$ cat src/hw/rtl/serial_owner_ring_tracker_assert.svh
// ----------------------------------------------------------------------------
// Serial owner ring tracker assertion macros
// Macros for the concurrent checks in the tracker's datapath.
// ----------------------------------------------------------------------------
`ifndef SERIAL_OWNER_RING_TRACKER_ASSERT_SVH
`define SERIAL_OWNER_RING_TRACKER_ASSERT_SVH

// Same-cycle implication, disabled while reset is high.
`define SORT_ASSERT(lbl, clk, rst, ante, cons) \
   lbl: assert property (@(posedge clk) disable iff (rst) (ante) |-> (cons)) \
      else $error("tracker check failed");

// Next-cycle implication, disabled while reset is high.
`define SORT_ASSERT_NEXT(lbl, clk, rst, ante, cons) \
   lbl: assert property (@(posedge clk) disable iff (rst) (ante) |=> (cons)) \
      else $error("tracker check failed");

`endif

$ cat src/hw/rtl/sort_pkg.sv
// ----------------------------------------------------------------------------
// Serial owner ring tracker package
// Shared types and constants for the tracker's controller and datapath.
// ----------------------------------------------------------------------------
package sort_pkg;

   localparam int SERIAL_W    = 32;
   localparam int CLIENT_ID_W = 16;
   localparam int STATUS_W    = 2;

   // Wrapped distances above this value point into the future.
   localparam logic [SERIAL_W-1:0] HALF_RANGE = 32'h7FFF_FFFF;

   typedef enum logic {
      OP_ALLOC    = 1'b0,
      OP_VALIDATE = 1'b1
   } opcode_type;

   typedef enum logic [STATUS_W-1:0] {
      ST_VALID   = 2'd0,
      ST_OLD     = 2'd1,
      ST_INVALID = 2'd2,
      ST_ALLOC   = 2'd3
   } status_type;

   typedef enum logic [2:0] {
      S_INIT,
      S_IDLE,
      S_PLAN,
      S_CLEAR,
      S_WRITE,
      S_VADDR,
      S_VCMP,
      S_RESULT
   } ctrl_state_type;

   // Commands from the controller to the datapath.
   typedef struct packed {
      logic       accept;
      logic       plan;
      logic       clr_step;
      logic       write;
      logic       rd;
      logic       st_load;
      status_type st_code;
      logic       rsp_load;
   } dp_cmd_type;

   // Status from the datapath back to the controller.
   typedef struct packed {
      logic clr_none;
      logic clr_last;
      logic val_invalid;
      logic val_old;
      logic val_match;
      logic rsp_free;
   } dp_stat_type;

endpackage

$ cat src/hw/rtl/sort_ctrl.sv
// ----------------------------------------------------------------------------
// Serial owner ring tracker controller
// Sequences the reset clearing pass, allocate and validate items, and the
// hand-off of each result beat to the response register.
// ----------------------------------------------------------------------------
module sort_ctrl (
   input  logic                  clock,
   input  logic                  reset,
   input  logic                  req_valid,
   input  logic                  req_opcode,
   output logic                  req_ready,
   output sort_pkg::dp_cmd_type  cmd,
   input  sort_pkg::dp_stat_type stat
);

   sort_pkg::ctrl_state_type state_ff;
   sort_pkg::ctrl_state_type state_in;

   // State register.
   always_ff @(posedge clock) begin
      if (reset) begin
         state_ff <= sort_pkg::S_INIT;
      end else begin
         state_ff <= state_in;
      end
   end

   // Next state and commands.
   always_comb begin
      state_in     = state_ff;
      req_ready    = 1'b0;
      cmd          = '0;
      cmd.st_code  = sort_pkg::ST_ALLOC;
      unique case (state_ff)
         sort_pkg::S_INIT: begin
            // Sweep the whole ring once after reset.
            cmd.clr_step = 1'b1;
            if (stat.clr_last) begin
               state_in = sort_pkg::S_IDLE;
            end
         end
         sort_pkg::S_IDLE: begin
            req_ready  = 1'b1;
            cmd.accept = req_valid;
            if (req_valid) begin
               if (sort_pkg::opcode_type'(req_opcode) == sort_pkg::OP_VALIDATE) begin
                  state_in = sort_pkg::S_VADDR;
               end else begin
                  state_in = sort_pkg::S_PLAN;
               end
            end
         end
         sort_pkg::S_PLAN: begin
            cmd.plan = 1'b1;
            if (stat.clr_none) begin
               state_in = sort_pkg::S_WRITE;
            end else begin
               state_in = sort_pkg::S_CLEAR;
            end
         end
         sort_pkg::S_CLEAR: begin
            cmd.clr_step = 1'b1;
            if (stat.clr_last) begin
               state_in = sort_pkg::S_WRITE;
            end
         end
         sort_pkg::S_WRITE: begin
            cmd.write   = 1'b1;
            cmd.st_load = 1'b1;
            cmd.st_code = sort_pkg::ST_ALLOC;
            state_in    = sort_pkg::S_RESULT;
         end
         sort_pkg::S_VADDR: begin
            // Future and out-of-window serials never touch the ring.
            if (stat.val_invalid) begin
               cmd.st_load = 1'b1;
               cmd.st_code = sort_pkg::ST_INVALID;
               state_in    = sort_pkg::S_RESULT;
            end else if (stat.val_old) begin
               cmd.st_load = 1'b1;
               cmd.st_code = sort_pkg::ST_OLD;
               state_in    = sort_pkg::S_RESULT;
            end else begin
               cmd.rd   = 1'b1;
               state_in = sort_pkg::S_VCMP;
            end
         end
         sort_pkg::S_VCMP: begin
            cmd.st_load = 1'b1;
            cmd.st_code = stat.val_match ? sort_pkg::ST_VALID : sort_pkg::ST_INVALID;
            state_in    = sort_pkg::S_RESULT;
         end
         sort_pkg::S_RESULT: begin
            if (stat.rsp_free) begin
               cmd.rsp_load = 1'b1;
               state_in     = sort_pkg::S_IDLE;
            end
         end
         default: begin
            state_in = sort_pkg::S_INIT;
         end
      endcase
   end

endmodule

$ cat config.mk
export PLATFORM = sky130hd
export DESIGN_NAME = sort_ctrl
export DESIGN_NICKNAME = d
export VERILOG_FILES = /design/src/hw/rtl/serial_owner_ring_tracker_assert.svh /design/src/hw/rtl/sort_pkg.sv /design/src/hw/rtl/sort_ctrl.sv
export SDC_FILE = /design/constraint.sdc
export NUM_CORES = 1
export LEC_CHECK = 0
export ABC_AREA = 1
export ABC_CLOCK_PERIOD_IN_PS = 1900
export BUFFER_PORTS_ARGS = -buffer_cell sky130_fd_sc_hd__buf_4
export CAP_MARGIN = 40
export CORE_AREA = 2 2 39 41
export CTS_CLUSTER_DIAMETER = 100
export CTS_CLUSTER_SIZE = 24
export DETAILED_ROUTE_END_ITERATION = 8
export DIE_AREA = 0 0 41 43
export PLACE_DENSITY_LB_ADDON = 0.05
export SKIP_LAST_GASP = 1
export SYNTH_ARGS = -nofsm -noshare
export SYNTH_HDL_FRONTEND = slang
export SYNTH_SLANG_ARGS = --single-unit
export TNS_END_PERCENT = 50
$ cat constraint.sdc
create_clock -name clock -period 1.9 [get_ports clock]
set_input_delay 0.285 -clock clock [delete_from_list [all_inputs] [get_ports clock]]
set_output_delay 0.285 -clock clock [all_outputs]
set_load 0.05 [all_outputs]
==> impl_metrics.ini <==
[cts]
cts.sinks = 3
clk_pin_slew_worst_paths_ns = 0.04
clk_latency_ns = 0.24
clockBufferDepth = 2
root_buffer = clkbuf_4
cts_buffers = 3
cts_tree = built
htree_num_levels = 1
ctsHoldBuffers = 0

[job]
maxCapViolations = 0

[setup_path]
worst-setup-path-type = register to output pin
worstPathCellList = inv_1 > nor2_2 > inv_1 > o21bai_2 > o311ai_2 > buf_4
critPathTopFamily = buffers and inverters
cpPeakStageDelay_ns = 0.39
path_max_fanout = 7
cp_common_cell = inv_1
cp-start-kind = register
r2r-start = state_ff[2]$_SDFFE_PP0P_
path_buf_inv = 3
end_kind = output pin
cp_slowest_cell = dfxtp_2
crit_arrival_ns = 1.44
cp-startpoint = state_ff[1]$_SDFFE_PP0P_
cp.depth = 6
r2r_cells = 7
worstPathRequired_ns = 1.62

[yosys]
syn-num-nets = 74
avgSynthCellArea_um2 = 5.51
synth_cell_types = 17
ys_warn_count = 0
synth.cell_area_um2 = 353
synthCells = 64
seq_area_frac_synth = 0.170
ys_seq_elements = 3

[sta]
hold_viol_final = 0
worst_slew_pin_slew_ns = 0.227
holdWs_ns = 0.219
clock.fmax_ghz = 0.580
maxSlewViolCount = 0
tns_ns = 0
fin_skew_ns = 0.00114
grt_setup_unrepaired = no
layout_min_cycle_time_ns = 1.73
slew_headroom = 0.847
setup_viol = 0
post-route-period-util = 0.908

[power]
ir_drop_mv = 0.540
p_leak_nw = 0.300
power_density_nw_per_um2 = 1340

[outcome]
status = completed

[grt]
grt_use_total = 0.130
grt_pass1_wl_um = 1550
globalRouteOverflowTotal = 0
grt_pass1_vias = 409
grt_max_degree = 12
grt_antenna_before_repair = 0

[layout]
largestRegisters = state_ff x3
largest_register_ff_count = 3
finalInstanceArea_um2 = 548
area_growth_pct = 55.3
multi_input_area_um2 = 236
diodes = 0
fillCellCount = 170
regArea_um2 = 62.6
final_common_cell = buf_4
nets = 96
regMostFlops = state_ff
drive_gt1_frac = 0.376
layout_common_cells = buf_4, inv_1, nand3_1, nand2_1, nor2_1

[detailed_routing]
vias = 451
drt_iter0_drc = 3
avgViaCountPerCell = 4.47
ant_nets = 0
routed_wl_um = 931
route.detailed.drc = 0
routedWlPerCell_um = 9.22
drt-pass1-iter-count = 3

[floorplan]
initial_core_util = 0.255
die_x_um = 41
io_pins = 20
core_area_um2 = 1380
die_y_um = 43
num_rows = 14
die_area_um2 = 1760

[placement]
place_hpwl_um = 765
placement.io_buffers = 19
dpl_cell_area_um2 = 504
gp_congestion = 0.719

[worst_hold_path]
hold_depth = 2
hp-start = reset
hold_path_class = input port to register
## metal layers
layer / up-vias / part of all wire / GRT usage
met5: - / 0 / 0
met4: 0 / 0.017 / 0.100
met3: 2 / 0.047 / 0.0314
met2: 11 / 0.50 / 0.200
met1: 191 / 0.44 / 0.144
li1: 247 / - / -
## path summary, 6_finish.rpt
| path | slack, ns | endpoint |
|---|---|---|
| max | 0.17 | cmd[2] |
| min reg2reg | 0.52 | state_ff[1]$_SDFFE_PP0P_ |
| min | 0.22 | state_ff[1]$_SDFFE_PP0P_ |
| max reg2reg | 0.66 | state_ff[1]$_SDFFE_PP0P_ |
## per-stage QoR
step	worst slack [ns]	utilization	total power, mW	std cells
after global placement	0.219	0.364	0.611	97
final	0.175	0.396	0.734	101
after detailed placement	0.236	0.364	0.607	97
after global routing	0.0497	0.396	0.799	101
after CTS	0.0331	0.384	0.729	101
after floorplan	0.0382	-	0.495	64
## area by class of cell
type	instances	share of cell area
Inverter	16	0.110
Clock buffer	4	0.0479
Multi-Input combinational cell	43	0.432
Timing Repair Buffer	19	0.260
Sequential cell	3	0.114
Tap cell	16	0.0365
## cells by family after synthesis
group,count (synthesis),synth area share
DFF,3,0.170
buffers and inverters,18,0.223
AOI/OAI and AO/OA,7,0.124
and+or+nand+nor,36,0.482
## what timing repair did
action,CTS,global route
endpoints found under the setup margin,1,3
gates cloned,0,0
resized for setup,1,4
buffers inserted,0,0
hold endpoints to repair,0,0
## report_power, final
group	internal, mW	leakage (nW)	switching, mW
clock network	0.0788	0.0150	0.0345
logic	0.150	0.260	0.345
registers	0.0862	0.0253	0.0398
total	0.315	0.300	0.419
## worst register-to-register path, stage by stage (launching register included)
cell     delay, ns
dfxtp_1       0.33
inv_2         0.19
nand3_1       0.19
nand2_2       0.12
nand2_2       0.06
nand2_1       0.08
nand2_1       0.05
a21oi_1       0.14
## Yosys cell counts, drive strengths merged
cell    number  share of area
buf          2          0.053
nand4        2          0.035
nand2       11           0.13
nor3         2          0.028
o21ai        1          0.014
nor2         9           0.11
o21bai       2          0.043
a21oi        3          0.043
nand3b       1          0.021
o311ai       1          0.025
dfxtp        3           0.17
nand3       11           0.16
inv         16           0.17
Note: power is estimated with default switching activity, not from simulation.
